===== config.mk =====
export PLATFORM = sky130hd
export DESIGN_NAME = utc_to_local_time_with_dst_core
export DESIGN_NICKNAME = d
export VERILOG_FILES = /design/src/rtl/utcl_pkg.sv /design/src/rtl/utcl_prep.sv /design/src/rtl/utcl_date.sv /design/src/rtl/utcl_fmt.sv /design/src/rtl/utc_to_local_time_with_dst_core.sv
export SDC_FILE = /design/constraint.sdc
export NUM_CORES = 1
export LEC_CHECK = 0
export ABC_CLOCK_PERIOD_IN_PS = 3750
export BUFFER_PORTS_ARGS = -buffer_cell sky130_fd_sc_hd__buf_2
export CAP_MARGIN = 0
export CORE_AREA = 2 2 130 132
export DETAILED_ROUTE_END_ITERATION = 8
export DIE_AREA = 0 0 132 134
export GPL_ROUTABILITY_DRIVEN = 0
export PLACE_DENSITY = 0.75
export SLEW_MARGIN = 20
export SYNTH_ARGS = -nofsm -noshare
export SYNTH_HDL_FRONTEND = slang
export SYNTH_SLANG_ARGS = --single-unit

===== constraint.sdc =====
create_clock -name clk -period 3.75 [get_ports clk]
set_input_delay 0.1875 -clock clk [delete_from_list [all_inputs] [get_ports clk]]
set_output_delay 0.1875 -clock clk [all_outputs]
set_load 0.02 [all_outputs]

===== src/rtl/utcl_pkg.sv =====
// ============================================================================
// utcl_pkg
// Shared types, constants and helper functions for the UTC to local time
// converter pipeline.
// ============================================================================
package utcl_pkg;

  // Config register indexes
  localparam logic CFG_UTC_OFFSET = 1'b0;
  localparam logic CFG_DST_ENABLE = 1'b1;

  // Two-digit years below this pivot belong to the 2000s
  localparam logic [6:0] YEAR_PIVOT      = 7'd80;
  localparam logic [7:0] YEAR_CENTURY    = 8'd100;
  localparam logic [6:0] DST_ZERO_CODE   = 7'd100;
  localparam logic [6:0] DST_LAST_SOLID  = 7'd50;
  localparam logic [7:0] DST_LATE_CODE   = 8'd51;
  localparam logic [7:0] DST_EARLY_CODE  = 8'd1;
  localparam logic [4:0] DST_SWITCH_HOUR = 5'd2;
  localparam logic [6:0] HOURS_PER_DAY   = 7'd24;
  localparam logic [11:0] BASE_YEAR      = 12'd1900;
  localparam logic [3:0] LAST_MONTH      = 4'd12;
  localparam logic [5:0] CENTURY_19_BCD  = 6'h19;
  localparam logic [5:0] CENTURY_20_BCD  = 6'h20;

  localparam logic [4:0] MONTH_LEN [13] = '{5'd0, 5'd31, 5'd28, 5'd31, 5'd30, 5'd31,
                                            5'd30, 5'd31, 5'd31, 5'd30, 5'd31, 5'd30,
                                            5'd31};

  // Stage 1 -> stage 2: normalized fields, offset-adjusted hour
  typedef struct packed {
    logic [7:0] yr;        // years since 1900
    logic [3:0] mo;
    logic [4:0] day;
    logic [6:0] hr;        // signed hour after offset
    logic [6:0] dst;
    logic       late_en;   // transition-day correction still pending
    logic [4:0] dim_cur;   // length of current month
    logic [4:0] dim_prev;  // length of previous month
    logic [5:0] min;
    logic [5:0] sec;
  } prep_t;

  // Stage 2 -> stage 3: date after day carry or borrow
  typedef struct packed {
    logic [7:0] yr;
    logic [3:0] mo;
    logic [4:0] day;
    logic [4:0] hr;
    logic [7:0] dst;
    logic       late_en;
    logic [5:0] min;
    logic [5:0] sec;
  } date_t;

  // Month length; out-of-range months count as 31 days
  function automatic logic [4:0] days_in(input logic [3:0] mo, input logic leap);
    logic [4:0] d;
    if (mo < 4'd1 || mo > LAST_MONTH) begin
      d = 5'd31;
    end else if (mo == 4'd2 && leap) begin
      d = 5'd29;
    end else begin
      d = MONTH_LEN[mo];
    end
    return d;
  endfunction

  // Packed BCD of a value up to 99
  function automatic logic [7:0] to_bcd(input logic [6:0] v);
    logic [3:0] tens;
    logic [6:0] units;
    tens = 4'd0;
    for (int k = 1; k <= 9; k++) begin
      if (v >= 7'(k * 10)) tens = 4'(k);
    end
    units = v - ({3'd0, tens} * 7'd10);
    return {tens, units[3:0]};
  endfunction

endpackage


===== src/rtl/utcl_prep.sv =====
// ============================================================================
// utcl_prep
// Stage 1: year pivot, day-code fixup, hour offset and solid daylight hour,
// month lengths for the following carry or borrow.
// ============================================================================
module utcl_prep import utcl_pkg::*; (
  input  logic        clk,
  input  logic        rst,
  input  logic        in_valid,
  output logic        in_ready,
  input  logic [6:0]  year_two_digit,
  input  logic [3:0]  month_in,
  input  logic [4:0]  day_in,
  input  logic [4:0]  hour_in,
  input  logic [5:0]  minute_in,
  input  logic [5:0]  second_in,
  input  logic [6:0]  dst_code,
  input  logic [4:0]  utc_offset_hours,
  input  logic        dst_enable,
  output logic        s1_valid,
  output prep_t       s1,
  input  logic        s1_ready
);

  prep_t      s1_next;
  logic [6:0] dst_fix;
  logic       early;
  logic       leap;
  logic [3:0] mo_prev;

  assign in_ready = !s1_valid || s1_ready;

  // Field normalization and hour offset
  always_comb begin
    leap    = (year_two_digit[1:0] == 2'b00);
    dst_fix = (dst_code == 7'd0) ? DST_ZERO_CODE : dst_code;
    early   = dst_enable && (dst_fix <= DST_LAST_SOLID) && (dst_fix > 7'd1);
    mo_prev = (month_in <= 4'd1) ? LAST_MONTH : month_in - 4'd1;

    s1_next.yr       = (year_two_digit < YEAR_PIVOT) ? {1'b0, year_two_digit} + YEAR_CENTURY
                                                     : {1'b0, year_two_digit};
    s1_next.mo       = month_in;
    s1_next.day      = day_in;
    s1_next.hr       = {2'b00, hour_in} + {{2{utc_offset_hours[4]}}, utc_offset_hours}
                       + {6'd0, early};
    s1_next.dst      = dst_fix;
    s1_next.late_en  = dst_enable && !early;
    s1_next.dim_cur  = days_in(month_in, leap);
    s1_next.dim_prev = days_in(mo_prev, leap);
    s1_next.min      = minute_in;
    s1_next.sec      = second_in;
  end

  // Stage register
  always_ff @(posedge clk) begin
    if (rst) begin
      s1_valid <= 1'b0;
    end else if (in_ready) begin
      s1_valid <= in_valid;
    end
  end

  always_ff @(posedge clk) begin
    if (in_ready && in_valid) begin
      s1 <= s1_next;
    end
  end

endmodule


===== src/rtl/utcl_date.sv =====
// ============================================================================
// utcl_date
// Stage 2: bring the hour into 0..23 and carry or borrow one day across
// month and year, moving the day code along.
// ============================================================================
module utcl_date import utcl_pkg::*; (
  input  logic  clk,
  input  logic  rst,
  input  logic  s1_valid,
  input  prep_t s1,
  output logic  s1_ready,
  output logic  s2_valid,
  output date_t s2,
  input  logic  s2_ready
);

  date_t      s2_next;
  logic       hr_neg;
  logic       hr_over;
  logic [5:0] day_inc;

  assign s1_ready = !s2_valid || s2_ready;

  // Day carry / borrow
  always_comb begin
    hr_neg  = s1.hr[6];
    hr_over = !s1.hr[6] && (s1.hr > 7'd23);
    day_inc = {1'b0, s1.day} + 6'd1;

    s2_next.yr      = s1.yr;
    s2_next.mo      = s1.mo;
    s2_next.day     = s1.day;
    s2_next.hr      = s1.hr[4:0];
    s2_next.dst     = {1'b0, s1.dst};
    s2_next.late_en = s1.late_en;
    s2_next.min     = s1.min;
    s2_next.sec     = s1.sec;

    if (hr_neg) begin
      s2_next.hr  = 5'(s1.hr + HOURS_PER_DAY);
      s2_next.dst = {1'b0, s1.dst} + 8'd1;
      if (s1.day <= 5'd1) begin
        s2_next.day = s1.dim_prev;
        if (s1.mo <= 4'd1) begin
          s2_next.mo = LAST_MONTH;
          s2_next.yr = s1.yr - 8'd1;
        end else begin
          s2_next.mo = s1.mo - 4'd1;
        end
      end else begin
        s2_next.day = s1.day - 5'd1;
      end
    end else if (hr_over) begin
      s2_next.hr  = 5'(s1.hr - HOURS_PER_DAY);
      s2_next.dst = {1'b0, s1.dst} - 8'd1;
      if (day_inc > {1'b0, s1.dim_cur}) begin
        s2_next.day = 5'd1;
        if (s1.mo >= LAST_MONTH) begin
          s2_next.mo = 4'd1;
          s2_next.yr = s1.yr + 8'd1;
        end else begin
          s2_next.mo = s1.mo + 4'd1;
        end
      end else begin
        s2_next.day = day_inc[4:0];
      end
    end
  end

  // Stage register
  always_ff @(posedge clk) begin
    if (rst) begin
      s2_valid <= 1'b0;
    end else if (s1_ready) begin
      s2_valid <= s1_valid;
    end
  end

  always_ff @(posedge clk) begin
    if (s1_ready && s1_valid) begin
      s2 <= s2_next;
    end
  end

endmodule


===== src/rtl/utcl_fmt.sv =====
// ============================================================================
// utcl_fmt
// Stage 3: transition-day hour, four-digit year and packed BCD fields.
// Holds the output register.
// ============================================================================
module utcl_fmt import utcl_pkg::*; (
  input  logic        clk,
  input  logic        rst,
  input  logic        s2_valid,
  input  date_t       s2,
  output logic        s2_ready,
  output logic        out_valid,
  input  logic        out_ready,
  output logic [11:0] year_full,
  output logic [3:0]  month_out,
  output logic [4:0]  day_out,
  output logic [4:0]  hour_out,
  output logic [5:0]  century_bcd,
  output logic [7:0]  year_bcd,
  output logic [4:0]  month_bcd,
  output logic [5:0]  day_bcd,
  output logic [5:0]  hour_bcd,
  output logic [6:0]  minute_bcd,
  output logic [6:0]  second_bcd
);

  logic       late_hit;
  logic [4:0] hr_fin;
  logic       cent20;
  logic [6:0] yr_low;
  logic [7:0] mo_b;
  logic [7:0] day_b;
  logic [7:0] hr_b;
  logic [7:0] min_b;
  logic [7:0] sec_b;
  logic [7:0] yr_b;

  assign s2_ready = !out_valid || out_ready;

  // Transition hour and BCD digits
  always_comb begin
    late_hit = s2.late_en &&
               (((s2.dst == DST_LATE_CODE) && (s2.hr >= DST_SWITCH_HOUR)) ||
                ((s2.dst == DST_EARLY_CODE) && (s2.hr < DST_SWITCH_HOUR)));
    hr_fin   = s2.hr + {4'd0, late_hit};
    cent20   = (s2.yr >= YEAR_CENTURY);
    yr_low   = cent20 ? 7'(s2.yr - YEAR_CENTURY) : s2.yr[6:0];
    yr_b     = to_bcd(yr_low);
    mo_b     = to_bcd({3'd0, s2.mo});
    day_b    = to_bcd({2'd0, s2.day});
    hr_b     = to_bcd({2'd0, hr_fin});
    min_b    = to_bcd({1'b0, s2.min});
    sec_b    = to_bcd({1'b0, s2.sec});
  end

  // Output register
  always_ff @(posedge clk) begin
    if (rst) begin
      out_valid <= 1'b0;
    end else if (s2_ready) begin
      out_valid <= s2_valid;
    end
  end

  always_ff @(posedge clk) begin
    if (s2_ready && s2_valid) begin
      year_full   <= {4'd0, s2.yr} + BASE_YEAR;
      month_out   <= s2.mo;
      day_out     <= s2.day;
      hour_out    <= hr_fin;
      century_bcd <= cent20 ? CENTURY_20_BCD : CENTURY_19_BCD;
      year_bcd    <= yr_b;
      month_bcd   <= mo_b[4:0];
      day_bcd     <= day_b[5:0];
      hour_bcd    <= hr_b[5:0];
      minute_bcd  <= min_b[6:0];
      second_bcd  <= sec_b[6:0];
    end
  end

endmodule


===== src/rtl/utc_to_local_time_with_dst_core.sv =====
// ============================================================================
// utc_to_local_time_with_dst_core
// Converts a parsed broadcast UTC timestamp to local date and time with
// hour offset and daylight saving correction, in binary and packed BCD.
// ============================================================================
//
//   channel   signals                         dir   notes
//   -------   -----------------------------   ---   -------------------------
//   input     in_valid / in_ready + fields    in    one timestamp per request
//   output    out_valid / out_ready + fields  out   one result per request
//   config    cfg_we, cfg_index, cfg_data     in    0: offset, 1: dst enable
//
// Three register stages (prep, date carry, format); a request accepted into prep
// passes through the date carry register to the format register, which drives
// out_valid, and one request is taken every cycle while out_ready does not stall.
// Each stage advances when the stage after it is empty or moving, so a stall
// on out_ready backs up without loss; bubbles fill while out_ready is low.
// Synchronous reset empties the pipeline and clears offset and dst enable.
// ============================================================================
module utc_to_local_time_with_dst_core import utcl_pkg::*; (
  input  logic        clk,
  input  logic        rst,
  // config
  input  logic        cfg_we,
  input  logic        cfg_index,
  input  logic [4:0]  cfg_data,
  // input channel
  input  logic        in_valid,
  output logic        in_ready,
  input  logic [6:0]  year_two_digit,
  input  logic [3:0]  month_in,
  input  logic [4:0]  day_in,
  input  logic [4:0]  hour_in,
  input  logic [5:0]  minute_in,
  input  logic [5:0]  second_in,
  input  logic [6:0]  dst_code,
  // output channel
  output logic        out_valid,
  input  logic        out_ready,
  output logic [11:0] year_full,
  output logic [3:0]  month_out,
  output logic [4:0]  day_out,
  output logic [4:0]  hour_out,
  output logic [5:0]  century_bcd,
  output logic [7:0]  year_bcd,
  output logic [4:0]  month_bcd,
  output logic [5:0]  day_bcd,
  output logic [5:0]  hour_bcd,
  output logic [6:0]  minute_bcd,
  output logic [6:0]  second_bcd
);

  logic [4:0] utc_offset_hours;
  logic       dst_enable;
  logic       s1_valid;
  logic       s1_ready;
  prep_t      s1;
  logic       s2_valid;
  logic       s2_ready;
  date_t      s2;

  // Config registers
  always_ff @(posedge clk) begin
    if (rst) begin
      utc_offset_hours <= 5'd0;
      dst_enable       <= 1'b0;
    end else if (cfg_we) begin
      case (cfg_index)
        CFG_UTC_OFFSET: utc_offset_hours <= cfg_data;
        CFG_DST_ENABLE: dst_enable       <= cfg_data[0];
        default: ;
      endcase
    end
  end

  // Pipeline stages
  utcl_prep u_prep (
    .clk              (clk),
    .rst              (rst),
    .in_valid         (in_valid),
    .in_ready         (in_ready),
    .year_two_digit   (year_two_digit),
    .month_in         (month_in),
    .day_in           (day_in),
    .hour_in          (hour_in),
    .minute_in        (minute_in),
    .second_in        (second_in),
    .dst_code         (dst_code),
    .utc_offset_hours (utc_offset_hours),
    .dst_enable       (dst_enable),
    .s1_valid         (s1_valid),
    .s1               (s1),
    .s1_ready         (s1_ready)
  );

  utcl_date u_date (
    .clk      (clk),
    .rst      (rst),
    .s1_valid (s1_valid),
    .s1       (s1),
    .s1_ready (s1_ready),
    .s2_valid (s2_valid),
    .s2       (s2),
    .s2_ready (s2_ready)
  );

  utcl_fmt u_fmt (
    .clk         (clk),
    .rst         (rst),
    .s2_valid    (s2_valid),
    .s2          (s2),
    .s2_ready    (s2_ready),
    .out_valid   (out_valid),
    .out_ready   (out_ready),
    .year_full   (year_full),
    .month_out   (month_out),
    .day_out     (day_out),
    .hour_out    (hour_out),
    .century_bcd (century_bcd),
    .year_bcd    (year_bcd),
    .month_bcd   (month_bcd),
    .day_bcd     (day_bcd),
    .hour_bcd    (hour_bcd),
    .minute_bcd  (minute_bcd),
    .second_bcd  (second_bcd)
  );

`ifndef SYNTHESIS
  // Pipeline is empty right after reset
  a_reset_empty: assert property (@(posedge clk) rst |=> !out_valid)
    else $error("output valid right after reset");

  // Local hour never exceeds 24
  a_hour_range: assert property (@(posedge clk) disable iff (rst)
    out_valid |-> (hour_out <= 5'd24))
    else $error("local hour out of range");

  // Century BCD agrees with the binary year
  a_century: assert property (@(posedge clk) disable iff (rst)
    out_valid |-> ((century_bcd == CENTURY_20_BCD) == (year_full >= 12'd2000)))
    else $error("century BCD does not match year");

  // Year-within-century units digit is a decimal digit
  a_year_digit: assert property (@(posedge clk) disable iff (rst)
    out_valid |-> (year_bcd[3:0] <= 4'd9))
    else $error("year BCD digit invalid");
`endif

endmodule


# After elaboration in Yosys (flattened, before gate mapping)
# Memories as Yosys holds them, arrays and structs flattened.
# Index checks and enable logic that the tools add are counted.
totals:
  ff_bits: 177
  mem_bits_ro: 160
  in_bits: 51
  out_inout_bits: 73
  memories: 2
mem_list:
  columns: ["memory", "words", "width", "rd", "rd_clocked_by_memory_dff", "wr", "line", "text"]
  rows:
  - ["(name not given)", 16, 5, 1, 0, 0, "utcl_pkg.sv:64", "d = MONTH_LEN[mo];"]
  - ["(name not given)", 16, 5, 1, 0, 0, "utcl_pkg.sv:64", null]
op_classes:
  add_sub_neg: 23
  n_mul: 6
  n_lt_le_gt_ge: 59
  eq_ne: 4
  muxes: 62
  n_bitwise: 3
  n_reduce_logical: 29
op_table:
  columns: ["cell", "count"]
  rows:
  - ["2-to-1 mux 30 bit", 2]
  - ["2-to-1 mux 4 bit", 13]
  - ["2-to-1 mux 3 bit", 15]
  - ["greater-or-equal comparator 5 x 7 -> 1 bit (second input constant)", 6]
  - ["greater-or-equal comparator 6 x 7 -> 1 bit (second input constant)", 6]
  - ["greater-or-equal comparator 6 bit (second input constant)", 6]
  - ["greater-or-equal comparator 5 bit (second input constant)", 6]
  - ["2-to-1 mux 5 bit", 6]
  - ["greater-or-equal comparator 6 x 5 -> 1 bit (second input constant)", 4]
  - ["2-to-1 mux 12 bit", 2]
  - ["2-to-1 mux 2 bit", 12]
  - ["subtractor 4 bit", 6]
  - ["greater-or-equal comparator 7 x 6 -> 1 bit (second input constant)", 3]
  - ["greater-or-equal comparator 7 bit (second input constant)", 3]
  - ["2-to-1 mux 7 bit", 3]
  - ["multiplier 4 x 3 -> 3 bit (second input constant)", 5]
  - ["2-to-1 mux 8 bit", 2]
  - ["greater-or-equal comparator 7 x 5 -> 1 bit (second input constant)", 2]
  - ["adder 8 x 11 -> 12 bit (second input constant)", 1]
  - ["greater-or-equal comparator 6 x 4 -> 1 bit (second input constant)", 2]
  - ["logical AND 1 bit", 12]
  - ["greater-or-equal comparator 5 x 4 -> 1 bit (second input constant)", 2]
  - ["inverter 4 -> 5 bit", 2]
  - ["adder 7 x 1 -> 8 bit (second input constant)", 1]
  - ["other kinds (42)", 64]

# Logic depth before layout (Yosys ltp)
# Gate-level depths: netlist of run 1.
depth:
  ltp_word: 14
  depth_mapped: 15

# Cells and area by module
# Synthesis of run 1 repeated with hierarchy kept, for this count alone.
unflattened:
  hier_cells: 688
  area_unflattened_um2: 8444.3
by_module_without_submodules:
  columns: ["module", "n_inst", "cells_each", "area_each_um2", "seq_area_each_um2"]
  rows:
  - ["utcl_fmt", 1, 259, 3264.4, 1911.8]
  - ["utcl_date", 1, 249, 2676.3, 1311.3]
  - ["utcl_prep", 1, 154, 2218.4, 1521.5]
  - ["utc_to_local_time_with_dst_core", 1, 26, 285.3, 120.1]

# Worst setup path before layout of run 1
# OpenSTA, ideal clock, no wires.
synth_timing:
  path_kind: "register to register"
  from: "register u_fmt.out_valid"
  to: "register, netlist name u_date.s2[0]"
  setup_time_ps: 509
  arrival_time_ps: 3734
  slack_ps: -493
  path_stages_with_launch: 3
  period_less_slack_ps: 4243
  cell_sequence: "dfxtp_1 nor2b_1 a21boi_0"
synth_between:
  elab_chain_cells: 4
synth_lines:
  columns: ["element", "line", "text"]
  rows:
  - ["from (decl)", "utcl_fmt.sv:12", "output logic out_valid,"]
  - ["from (signal assigned)", "utcl_fmt.sv:61", "out_valid <= s2_valid;"]
  - ["logical NOT 1 bit", "utcl_fmt.sv:38", "assign s2_ready = !out_valid || out_ready;"]
  - ["logical OR 1 bit", "utcl_fmt.sv:38", null]
  - ["logical OR 1 bit", "utcl_date.sv:22", "assign s1_ready = !s2_valid || s2_ready;"]
  - ["logical AND 1 bit", "utcl_date.sv:80", "if (s1_ready && s1_valid) begin"]
# No other way between the ends.
# A chain may end at the register's enable or synchronous reset.

# Worst setup path in the final report of run 1
layout_timing:
  from: "register, netlist name u_date.s2[38]"
  to: "register u_fmt.year_bcd[3], data pin"
layout_between:
  elab_chain_cells: 14
layout_lines:
  columns: ["element", "line", "text"]
  rows:
  - ["subtractor 7 bit / greater-or-equal comparator 8 x 7 -> 1 bit (equally long branches)", "utcl_fmt.sv:47, utcl_fmt.sv:46", null]
  - ["2-to-1 mux 7 bit *", "utcl_fmt.sv:47", "yr_low = cent20 ? 7'(s2.yr - YEAR_CENTURY) : s2.yr[6:0];"]
  - ["greater-or-equal comparator 7 x 4 -> 1 bit", "utcl_pkg.sv:75", "if (v >= 7'(k * 10)) tens = 4'(k);"]
  - ["2-to-1 mux 1 bit", "utcl_pkg.sv:75", null]
  - ["2-to-1 mux 2 bit (2 in a row)", "utcl_pkg.sv:75", null]
  - ["2-to-1 mux 3 bit (4 in a row)", "utcl_pkg.sv:75", null]
  - ["2-to-1 mux 4 bit", "utcl_pkg.sv:75", null]
  - ["2-to-1 mux 4 bit *", "utcl_pkg.sv:75", null]
  - ["via u_fmt.yr_b[4]", "utcl_fmt.sv:36", "logic [7:0] yr_b;"]
  - ["multiplier 4 x 3 -> 3 bit *", "utcl_pkg.sv:77", "units = v - ({3'd0, tens} * 7'd10);"]
  - ["subtractor 4 bit *", "utcl_pkg.sv:77", null]
  - ["via u_fmt.yr_b[3]", "utcl_fmt.sv:36", null]
  - ["to (signal assigned)", "utcl_fmt.sv:72", "year_bcd <= yr_b;"]
  - ["to (decl)", "utcl_fmt.sv:19", "output logic [7:0] year_bcd,"]
# Mark *: on every way through the listed nets, which the timed path passes. The rest lies on a longest branch.

==> results of run 1 <==
## per-layer routing
metal / vias up / routed length, um / track usage, %
li1: 2794 / - / -
met1: 2555 / 6570 / 21.7
met2: 167 / 6760 / 27.1
met3: 18 / 724 / 4.54
met4: 0 / 255 / 6.76
met5: - / 0 / 0
## cells in the mapped netlist (all sizes together) (6+ instances only)
master  instances  area share, %
o31ai           6           0.55
o21ai          38            2.3
ha             39            5.9
fa              7            1.7
a21oi          30            1.8
a21o            7           0.65
nor2           59            2.7
clkbuf         17           0.77
maj3            7           0.85
dfxtp           9            2.2
xor2           19            2.0
nand2b          8           0.61
xnor2          21            2.4
nor3           18            1.1
buf            10           0.88
nor2b          11           0.83
mux2i           8            1.1
inv            58            2.6
a31oi          13            1.1
nand3          22            1.4
o211ai          7           0.64
nand2          48            2.2
edfxtp        156             57
## area by class of cell
class	instances	share of cell area (%)
flip-flops and latches	165	48.5
repair buffers	158	9.47
clock inverters	13	2.04
well taps	220	2.74
clock buffers	19	4.31
inverters	59	2.33
multi-input cells	438	30.6
## report_power, final
group          switching, mW  internal [mW]  leakage [nW]
combinational          0.336          0.257          2.15
clock                  0.676           1.18         0.305
sequential            0.0856           2.17          1.55
total                   1.10           3.61          4.01
## state kept, by name (all words and copies together) (netlist names), 2 cells and up
register	count
u_fmt.hour_out	4
u_fmt.day_out	4
u_fmt.second_bcd	7
u_fmt.year_full	11
u_fmt.minute_bcd	7
utc_offset_hours	5
u_prep.s1	50
u_fmt.year_bcd	8
u_fmt.day_bcd	6
u_fmt.hour_bcd	6
u_fmt.month_bcd	5
u_fmt.month_out	3
u_fmt.century_bcd	2
u_date.s2	43
## worst min-delay path: stages
cell and delay [ns]:
sky130_fd_sc_hd__buf_2 0.09, sky130_fd_sc_hd__a21oi_1 0.05, sky130_fd_sc_hd__nor2_1 0.08
## final timing paths
check / start / to / slack [ns] / depth (start not counted)
max: u_date.s2[38] / u_fmt.year_bcd[3] / 0.26 / 13
min reg2reg: u_prep.s1[8] / u_date.s2[8] / 0.42 / 0
max reg2reg: u_date.s2[38] / u_fmt.year_bcd[3] / 0.26 / 13
min: cfg_data[0] / utc_offset_hours[0] / 0.02 / 3
## cells by family (layout without fill, tap and decap cells)
family	after synthesis	count (layout)
mux	10	10
fa+ha+maj	53	53
xor+xnor	40	40
compound gates	129	129
buf+inv	86	249
other cells	2	3
simple gates	203	203
flops	165	165
## repair_timing
| item | CTS | global route |
|---|---|---|
| hold buffers | 26 | 1 |
| resized for setup | 0 | 3 |
| setup buffers | 0 | 3 |
| endpoints found under the setup margin | 0 | 1 |
| hold endpoints to repair | 26 | 1 |
==> metrics.yaml, run 1 <==
p_leak_nw: 4.01
run_status: "finished, final reports clean"
timing.final.max_slew_violations: 0
core_area_um2: 16300
cts_root_buf: "sky130_fd_sc_hd__clkbuf_16"
clkSlewWorstSetupHoldPaths_ns: 0.06
whs_ns: 0.0234
yosys.area_share.adder_pct: 8.45
timing.critical_path.cells: "inv_1 -> ha_1 -> or3b_1 -> a21oi_1 -> o21ai_0 -> a21o_2 -> maj3_1 -> a221oi_1 -> a31oi_1 -> ha_1 -> fa_1 -> xor2_1 -> xnor2_1"
port_buffers: 121
grt_overflow_total: 0
routed_wirelength_mm: 14.3
timing.clock.skew_ns: 0.00635
power_mw: 4.71
timing.critical_path.arrival_ns: 3.66
setup_tns_ns: 0
utilization_pct: 61.6
core.rowCount: 47
post-route-worst-setup-slack_ns: 0.261
routed_via_density: 5.16
antenna-diode-count: 0
ff_latch_area_um2: 4860
ctsHtreeMaxLevel: 4
ys_types: 70
drive_gt1_share_pct: 21.9
maximum_clock_insertion_buffer_count: 2
crit_type: "flip-flop to flip-flop"
path_buf_inv: 1
synth-edff-count: 156
max_slew.worst_pin.slew_ns: 0.833
clock_sinks: 165
synthesis.instances: 688
dieArea_um2: 17700
multiInputGateArea_um2: 3080
critPathCaptureType: "flip-flop"
maxCapViolCount: 0
wp_data_required_ns: 3.92
ant_nets: 0
grt_antenna_before_repair: 0
placed_cell_area_um2: 9100
dp_hpwl_mm: 10.1
wl_per_cell_um: 13.3
finalSetupViolCount: 0
die_h_um: 134
critical_path.most_common_cell: "sky130_fd_sc_hd__ha_1"
critPathTopFamily: "adder cells"
synth.yosys.seq_area_share_pct: 58.9
grt_pass1_wl_mm: 23.8
synth_area_in_compound_gates_pct: 9.92
finish.net_count: 936
layout_filler_cell_count: 1291
avgSynthCellArea_um2: 12.0
die_width_um: 132
hold_class: "primary input to flip-flop"
ys_dominant_reg_cell: "sky130_fd_sc_hd__edfxtp_1"
floorplan.initialDensity_pct: 50.7
detail_route.drc_violations: 0
final_cells: 1072
ys_async_rst_share_pct: 0
vias_in_the_first_global_route: 5089
synth-seq-cells: 165
synth.yosys.warnings: 0
power.density_cell_area_nw_per_um2: 469
share_of_the_clock_period_used_by_the_worst_path_pct: 93.0
worst_rel_slew_slack_pct: 44.5
post_synth_xor_area_fraction_pct: 4.42
grt_max_degree: 64
synth.area.mux_share_pct: 1.53
post_synth_and_or_nand_nor_area_fraction_pct: 12.2
cts_buf_count: 17
unrepaired_setup_endpoints_after_global_routing: "false"
worst_skew_pair.late_latency_ns: 0.42
startpoint_type: "flip-flop"
report.final.hold_viol_count: 0
io_pins: 124
fmaxAchievable_mhz: 287
crit_path_max_incr_delay_ns: 0.41
synth_top_family_by_area: "simple AND/OR/NAND/NOR gates"
detailedPlace.worstSlack_ns: 0.109
mostFrequentLayoutCells: "156 x sky130_fd_sc_hd__edfxtp_1, 121 x sky130_fd_sc_hd__buf_2, 59 x sky130_fd_sc_hd__nor2_1"
detailedRoute.firstIterationViolations: 339
syn_std_cell_area_um2: 8260
vias: 5534
timing.critical_path.fanout_max: 11
worst_path_max_delay_cell: "sky130_fd_sc_hd__edfxtp_1"
clock_tree_from_tritoncts: "built"
layout.cells.most_common: "sky130_fd_sc_hd__edfxtp_1"
drtPass1Iterations: 5
vdd_drop_max_v: 0.000330
post-route-min-period_ns: 3.49
grt_usage_pct: 16.8
area_growth_from_synthesis_to_layout_pct: 21.5
placed_cells: 1010
final_area_um2: 10000
Power figures use the tool's default switching activity.
==> run 2: changes to the inputs <==
--- a/config.mk
+++ b/config.mk
@@ -8,11 +8,10 @@
 export ABC_CLOCK_PERIOD_IN_PS = 3750
 export BUFFER_PORTS_ARGS = -buffer_cell sky130_fd_sc_hd__buf_2
 export CAP_MARGIN = 0
-export CORE_AREA = 2 2 130 132
+export CORE_AREA = 2 2 147 149
 export DETAILED_ROUTE_END_ITERATION = 8
-export DIE_AREA = 0 0 132 134
+export DIE_AREA = 0 0 149 151
 export GPL_ROUTABILITY_DRIVEN = 0
-export PLACE_DENSITY = 0.75
 export SLEW_MARGIN = 20
 export SYNTH_ARGS = -nofsm -noshare
 export SYNTH_HDL_FRONTEND = slang
==> metrics.yaml, run 2 (synthesized netlist as in run 1, its figures left out) <==
power.density_cell_area_nw_per_um2: 454  # was 469 nW/um2
maxCapViolCount: 0  # unchanged
io_pins: 124  # unchanged
grt_max_degree: 47  # was 64
max_slew.worst_pin.slew_ns: 0.957  # was 0.833 ns
finalSetupViolCount: 0  # unchanged
ctsHtreeMaxLevel: 4  # unchanged
worst_rel_slew_slack_pct: 36.2  # was 44.5%
critPathCaptureType: "flip-flop"  # unchanged
worst_path_max_delay_cell: "sky130_fd_sc_hd__edfxtp_1"  # unchanged
clock_tree_from_tritoncts: "built"  # unchanged
timing.final.max_slew_violations: 0  # unchanged
ant_nets: 0  # unchanged
wl_met2_mm: 7.23  # was 6.76 mm
share_of_the_clock_period_used_by_the_worst_path_pct: 93.4  # was 93.0%
crit_path_max_incr_delay_ns: 0.43  # was 0.41 ns
core.rowCount: 53  # was 47
postCtsResizedCells: 0  # unchanged
flip_flop_count_of_the_largest_register_all_copies_and_words_added: 50  # unchanged
placed_cell_area_um2: 9210  # was 9100 um2
finish.net_count: 941  # was 936
cts_root_buf: "sky130_fd_sc_hd__clkbuf_16"  # unchanged
detailedRoute.firstIterationViolations: 360  # was 339
p_leak_nw: 4.02  # was 4.01 nW
grt_antenna_before_repair: 0  # unchanged
timing.clock.skew_ns: 0.0129  # was 0.00635 ns
worst_skew_pair.late_latency_ns: 0.43  # was 0.42 ns
vdd_drop_max_v: 0.000300  # was 0.000330 V
grt_pass1_wl_mm: 24.3  # was 23.8 mm
clock_sinks: 165  # unchanged
wl_per_cell_um: 13.1  # was 13.3 um
routed_wirelength_mm: 14.8  # was 14.3 mm
antenna-diode-count: 0  # unchanged
drive_gt1_share_pct: 22.2  # was 21.9%
vias: 5509  # was 5534
final_area_um2: 10100  # was 10000 um2
wl_met1_mm: 6.66  # was 6.57 mm
unrepaired_setup_endpoints_after_global_routing: "false"  # unchanged
die_width_um: 149  # was 132 um
fmaxAchievable_mhz: 286  # was 287 MHz
dp_hpwl_mm: 10.7  # was 10.1 mm
grt_overflow_total: 0  # unchanged
timing.critical_path.arrival_ns: 3.68  # was 3.66 ns
hold_class: "primary input to flip-flop"  # unchanged
setup_tns_ns: 0  # unchanged
startpoint_type: "flip-flop"  # unchanged
crit_type: "flip-flop to flip-flop"  # unchanged
post-route-min-period_ns: 3.50  # was 3.49 ns
area_growth_from_synthesis_to_layout_pct: 22.1  # was 21.5%
floorplan.initialDensity_pct: 39.7  # was 50.7%
die_h_um: 151  # was 134 um
timing.critical_path.cells: "inv_1 -> ha_1 -> or3b_4 -> o21a_4 -> xnor2_2 -> maj3_1 -> a221oi_1 -> a31oi_1 -> ha_1 -> fa_1 -> xor2_1 -> xnor2_1"  # was inv_1 -> ha_1 -> or3b_1 -> a21oi_1 -> o21ai_0 -> a21o_2 -> maj3_1 -> a221oi_1 -> a31oi_1 -> ha_1 -> fa_1 -> xor2_1 -> xnor2_1
mostFrequentLayoutCells: "156 x sky130_fd_sc_hd__edfxtp_1, 121 x sky130_fd_sc_hd__buf_2, 59 x sky130_fd_sc_hd__nor2_1"  # unchanged
whs_ns: 0.0294  # was 0.0234 ns
timing.critical_path.fanout_max: 6  # was 11
dr_wl_met3_um: 727  # was 724 um
drtPass1Iterations: 4  # was 5
routed_via_density: 4.87  # was 5.16
layout.cells.most_common: "sky130_fd_sc_hd__edfxtp_1"  # unchanged
vias_in_the_first_global_route: 5145  # was 5089
largest_register: "u_prep.s1"  # unchanged
critical_path.most_common_cell: "sky130_fd_sc_hd__ha_1"  # unchanged
run_status: "finished, final reports clean"  # unchanged
clkSlewWorstSetupHoldPaths_ns: 0.07  # was 0.06 ns
maximum_clock_insertion_buffer_count: 2  # unchanged
detail_route.drc_violations: 0  # unchanged
cts_buf_count: 17  # unchanged
report.final.hold_viol_count: 0  # unchanged
wp_data_required_ns: 3.93  # was 3.92 ns
port_buffers: 121  # unchanged
dieArea_um2: 22500  # was 17700 um2
grt_usage_pct: 13.8  # was 16.8%
highest-signal-layer: "met4"  # unchanged
core_area_um2: 20800  # was 16300 um2
biggestRegsByFlops: "u_prep.s1 x50, u_date.s2 x43, u_fmt.year_full x11"  # unchanged
[run 2: cell types whose count changed in the layout (fill, tap and decap cells not counted), sizes merged]
cell,before,now
inv,59,65
clkbuf,19,18
bufinv,5,1
clkinvlp,2,0
dlygate4sd3,27,28
buf,131,135
clkinv,6,7
[run 2: path summary, 6_finish.rpt]
| path | end | slack, ns | cells past startpoint | start |
|---|---|---|---|---|
| worst max-delay path | u_fmt.year_bcd[3] | 0.25 | 12 | u_date.s2[38] |
| worst min register to register | u_date.s2[0] | 0.42 | 0 | u_prep.s1[0] |
| worst max register to register | u_fmt.year_bcd[3] | 0.25 | 12 | u_date.s2[38] |
| worst min-delay path | u_prep.s1[44] | 0.03 | 1 | month_in[2] |
[run 2: worst max-delay path: cells and delay by family (launching register included)]
family	cells	cell delay, ns
XOR/XNOR	3	0.49
buffers and inverters	1	0.15
AND/OR/NAND/NOR	1	0.39
AO/OA/AOI/OAI	3	0.61
flip-flops	1	0.43
adder cells (fa/ha/maj)	4	1.17
[run 2: metrics by stage]
step                      std cells  power [mW]  util, %  setup WS (ns)
after floorplan                 689        2.70        -          0.120
after detailed placement       1070        2.87     44.2          0.192
after global placement         1070        2.86     44.2          0.288
final                          1132        4.58     48.5          0.248
after CTS                      1130        4.64     48.4          0.187
after global routing           1132        4.81     48.5         0.0325
[run 2: cell type report]
cell class / instances / area [um2]
Fill cell: 1826 / 10700
Sequential cell: 165 / 4860
Multi-Input combinational cell: 438 / 3070
Timing Repair Buffer: 163 / 991
Clock buffer: 18 / 429
Tap cell: 275 / 344
Inverter: 59 / 234
Clock inverter: 14 / 163
[run 2: timing repair]
item,in CTS,in global routing
endpoints found under the setup margin,0,1
setup buffers,0,2
hold endpoints to repair,28,0
hold buffers,28,0
[run 2: routing by layer]
metal,GRT usage (%),vias to the layer above
li1,-,2810
met1,17.4,2543
met2,23.4,142
met3,3.31,14
met4,4.62,0
met5,0,-
[run 2: report_power, final]
group	internal (mW)	switching (mW)	leakage, nW
registers	2.17	0.0851	1.55
clock network	0.948	0.778	0.291
logic	0.263	0.339	2.18
==> run 3: changes to the inputs <==
--- a/config.mk
+++ b/config.mk
@@ -5,9 +5,8 @@
 export SDC_FILE = /design/constraint.sdc
 export NUM_CORES = 1
 export LEC_CHECK = 0
-export ABC_CLOCK_PERIOD_IN_PS = 3750
+export ABC_CLOCK_PERIOD_IN_PS = 2880
 export BUFFER_PORTS_ARGS = -buffer_cell sky130_fd_sc_hd__buf_2
-export CAP_MARGIN = 0
 export CORE_AREA = 2 2 147 149
 export DETAILED_ROUTE_END_ITERATION = 8
 export DIE_AREA = 0 0 149 151
==> constraint.sdc (replaced) <==
create_clock -name clk -period 2.88 [get_ports clk]
set_input_delay 0.144 -clock clk [delete_from_list [all_inputs] [get_ports clk]]
set_output_delay 0.144 -clock clk [all_outputs]
set_load 0.02 [all_outputs]
==> metrics.yaml, run 3 (synthesized netlist as in run 1, its figures left out) <==
grt_pass1_wl_mm: 25.3  # was 24.3 mm
cts_buf_count: 17  # unchanged
reg2reg_slack_ns: -0.33  # was 0.25 ns
mostFrequentLayoutCells: "156 x sky130_fd_sc_hd__edfxtp_1, 121 x sky130_fd_sc_hd__buf_2, 57 x sky130_fd_sc_hd__buf_4"  # was 156 x sky130_fd_sc_hd__edfxtp_1, 121 x sky130_fd_sc_hd__buf_2, 59 x sky130_fd_sc_hd__nor2_1
core_area_um2: 20800  # unchanged
grt_antenna_before_repair: 0  # unchanged
hold_path.startpoint: "dst_code[5]"  # was month_in[2]
die_h_um: 151  # unchanged
regToRegStartpoint: "u_date.s2[37]"  # was u_date.s2[38]
detail_route.drc_violations: 0  # unchanged
timing.final.max_slew_violations: 0  # unchanged
ff2ff_path_depth: 12  # unchanged
rr_endpoint: "u_fmt.year_bcd[3]"  # unchanged
io_pins: 124  # unchanged
port_buffers: 121  # unchanged
unrepaired_setup_endpoints_after_global_routing: "true"  # was false
grt_usage_pct: 14.3  # was 13.8%
finish.net_count: 1004  # was 941
timing.hold.worst_path_depth: 2  # was 1
fmaxAchievable_mhz: 311  # was 286 MHz
timing.clock.skew_ns: 0.0106  # was 0.0129 ns
maximum_clock_insertion_buffer_count: 2  # unchanged
run_status: "complete, but fails checks"  # was finished, final reports clean
max_slew.worst_pin.slew_ns: 0.715  # was 0.957 ns
vias: 5676  # was 5509
core.rowCount: 53  # unchanged
dp_hpwl_mm: 10.6  # was 10.7 mm
detailedRoute.firstIterationViolations: 302  # was 360
setup_tns_ns: -0.591  # was 0 ns
wl_per_cell_um: 13.0  # was 13.1 um
vdd_drop_max_v: 0.000443  # was 0.000300 V
detailedPlace.worstSlack_ns: -0.478  # was 0.192 ns
worst_setup_path_startpoint: "u_date.s2[37]"  # was u_date.s2[38]
timing.critical_path.fanout_max: 3  # was 6
share_of_the_clock_period_used_by_the_worst_path_pct: 112  # was 93.4%
finalSetupViolCount: 2  # was 0
dieArea_um2: 22500  # unchanged
layout.cells.most_common: "sky130_fd_sc_hd__edfxtp_1"  # unchanged
power.density_cell_area_nw_per_um2: 559  # was 454 nW/um2
routed_via_density: 4.75  # was 4.87
ant_nets: 0  # unchanged
post-route-min-period_ns: 3.21  # was 3.50 ns
worst_skew_pair.late_latency_ns: 0.43  # about the same
vias_in_the_first_global_route: 5318  # was 5145
holdPathEnd: "u_prep.s1[28]"  # was u_prep.s1[44]
p_leak_nw: 4.33  # was 4.02 nW
flip_flop_count_of_the_largest_register_all_copies_and_words_added: 50  # unchanged
die_width_um: 149  # unchanged
floorplan.initialDensity_pct: 39.7  # unchanged
crit_type: "flip-flop to flip-flop"  # unchanged
failed_checks: "negative setup slack"
routed_wirelength_mm: 15.5  # was 14.8 mm
drive_gt1_share_pct: 30.3  # was 22.2%
report.final.hold_viol_count: 0  # unchanged
critPathCaptureType: "flip-flop"  # unchanged
wp_data_required_ns: 3.06  # was 3.93 ns
worst_rel_slew_slack_pct: 52.2  # was 36.2%
timing.critical_path.arrival_ns: 3.40  # was 3.68 ns
clock_sinks: 165  # unchanged
cts_root_buf: "sky130_fd_sc_hd__clkbuf_16"  # unchanged
antenna-diode-count: 0  # unchanged
area_growth_from_synthesis_to_layout_pct: 30.8  # was 22.1%
grt_overflow_total: 0  # unchanged
maxCapViolCount: 0  # unchanged
drtPass1Iterations: 4  # unchanged
startpoint_type: "flip-flop"  # unchanged
hold_class: "primary input to flip-flop"  # unchanged
ctsHtreeMaxLevel: 4  # unchanged
post-route-worst-setup-slack_ns: -0.333  # was 0.248 ns
biggestRegsByFlops: "u_prep.s1 x50, u_date.s2 x43, u_fmt.year_full x11"  # unchanged
grt_max_degree: 64  # was 47
largest_register: "u_prep.s1"  # unchanged
clock_tree_from_tritoncts: "built"  # unchanged
clkSlewWorstSetupHoldPaths_ns: 0.07  # about the same
[run 3: cell count changes in the layout (fill, tap and decap cells not counted), sizes merged]
cell         previous run  this run
buf                   135       187
clkinvlp                0         2
dlygate4sd3            28        39
inv                    65        63
[run 3: worst max path at each step]
stage,endpoint,slack (ns),cells past startpoint
6_report,u_fmt.year_bcd[3],-0.33,12
5_1_grt,u_fmt.year_bcd[3],-0.46,13
3_5_place_dp,u_fmt.year_bcd[3],-0.48,12
2_1_floorplan,u_fmt.year_bcd[3],-0.50,14
3_3_place_gp,u_fmt.year_bcd[3],-0.43,12
4_1_cts,u_fmt.year_bcd[3],-0.30,15
[run 3: what timing repair did]
action                                  in CTS  in global routing
gates resized for setup                     27                 24
buffers inserted                            14                  4
pin swaps                                   12                 12
hold buffers                                39                  0
cloned                                       0                  0
endpoints found under the setup margin       7                 16
hold endpoints to repair                    34                  0
[run 3: per-stage QoR]
stage / power (mW) / instance area [um2] / instances / utilization [%] / hold slack, ns
floorplan: 3.52 / 8300 / 689 / - / 0.243
global placement: 3.80 / 9520 / 1107 / 45.7 / 0.322
detailed placement: 3.81 / 9520 / 1107 / 45.7 / 0.322
CTS: 6.07 / 10700 / 1192 / 51.3 / 0.00865
global route: 6.35 / 10800 / 1195 / 51.9 / 0.0280
finish: 6.04 / 10800 / 1195 / 51.9 / 0.0228
[run 3: area by class of cell]
| cell class | count | area, um2 |
|---|---|---|
| Sequential cell | 165 | 4860 |
| Timing Repair Buffer | 226 | 1530 |
| Multi-Input combinational cell | 438 | 3270 |
| Clock buffer | 18 | 429 |
| Tap cell | 275 | 344 |
| Inverter | 59 | 236 |
| Fill cell | 1825 | 10000 |
| Clock inverter | 14 | 128 |
[run 3: metal layers]
| metal | share of wire, % | track usage, % | up-vias |
|---|---|---|---|
| li1 | - | - | 2924 |
| met1 | 46 | 18.8 | 2611 |
| met2 | 48 | 23.6 | 124 |
| met3 | 4.6 | 3.28 | 17 |
| met4 | 1.3 | 4.57 | 0 |
| met5 | 0 | 0 | - |
[run 3: worst max-delay path, stage by stage, from the launching register on]
cell and delay (ns):
sky130_fd_sc_hd__edfxtp_1 0.47, sky130_fd_sc_hd__inv_4 0.11, sky130_fd_sc_hd__ha_4 0.13, sky130_fd_sc_hd__or3b_4 0.37
sky130_fd_sc_hd__o21a_4 0.25, sky130_fd_sc_hd__xnor2_4 0.15, sky130_fd_sc_hd__maj3_2 0.31, sky130_fd_sc_hd__a221oi_2 0.27
sky130_fd_sc_hd__a31oi_1 0.09, sky130_fd_sc_hd__ha_2 0.21, sky130_fd_sc_hd__fa_2 0.33, sky130_fd_sc_hd__xor2_1 0.17
sky130_fd_sc_hd__xnor2_1 0.12
[run 3: report_power, final]
group          switching [mW]  total [mW]  internal, mW  leakage, nW
clock                   0.960        2.16          1.20        0.271
combinational           0.505       0.961         0.456         2.51
sequential             0.0986        2.92          2.82         1.55
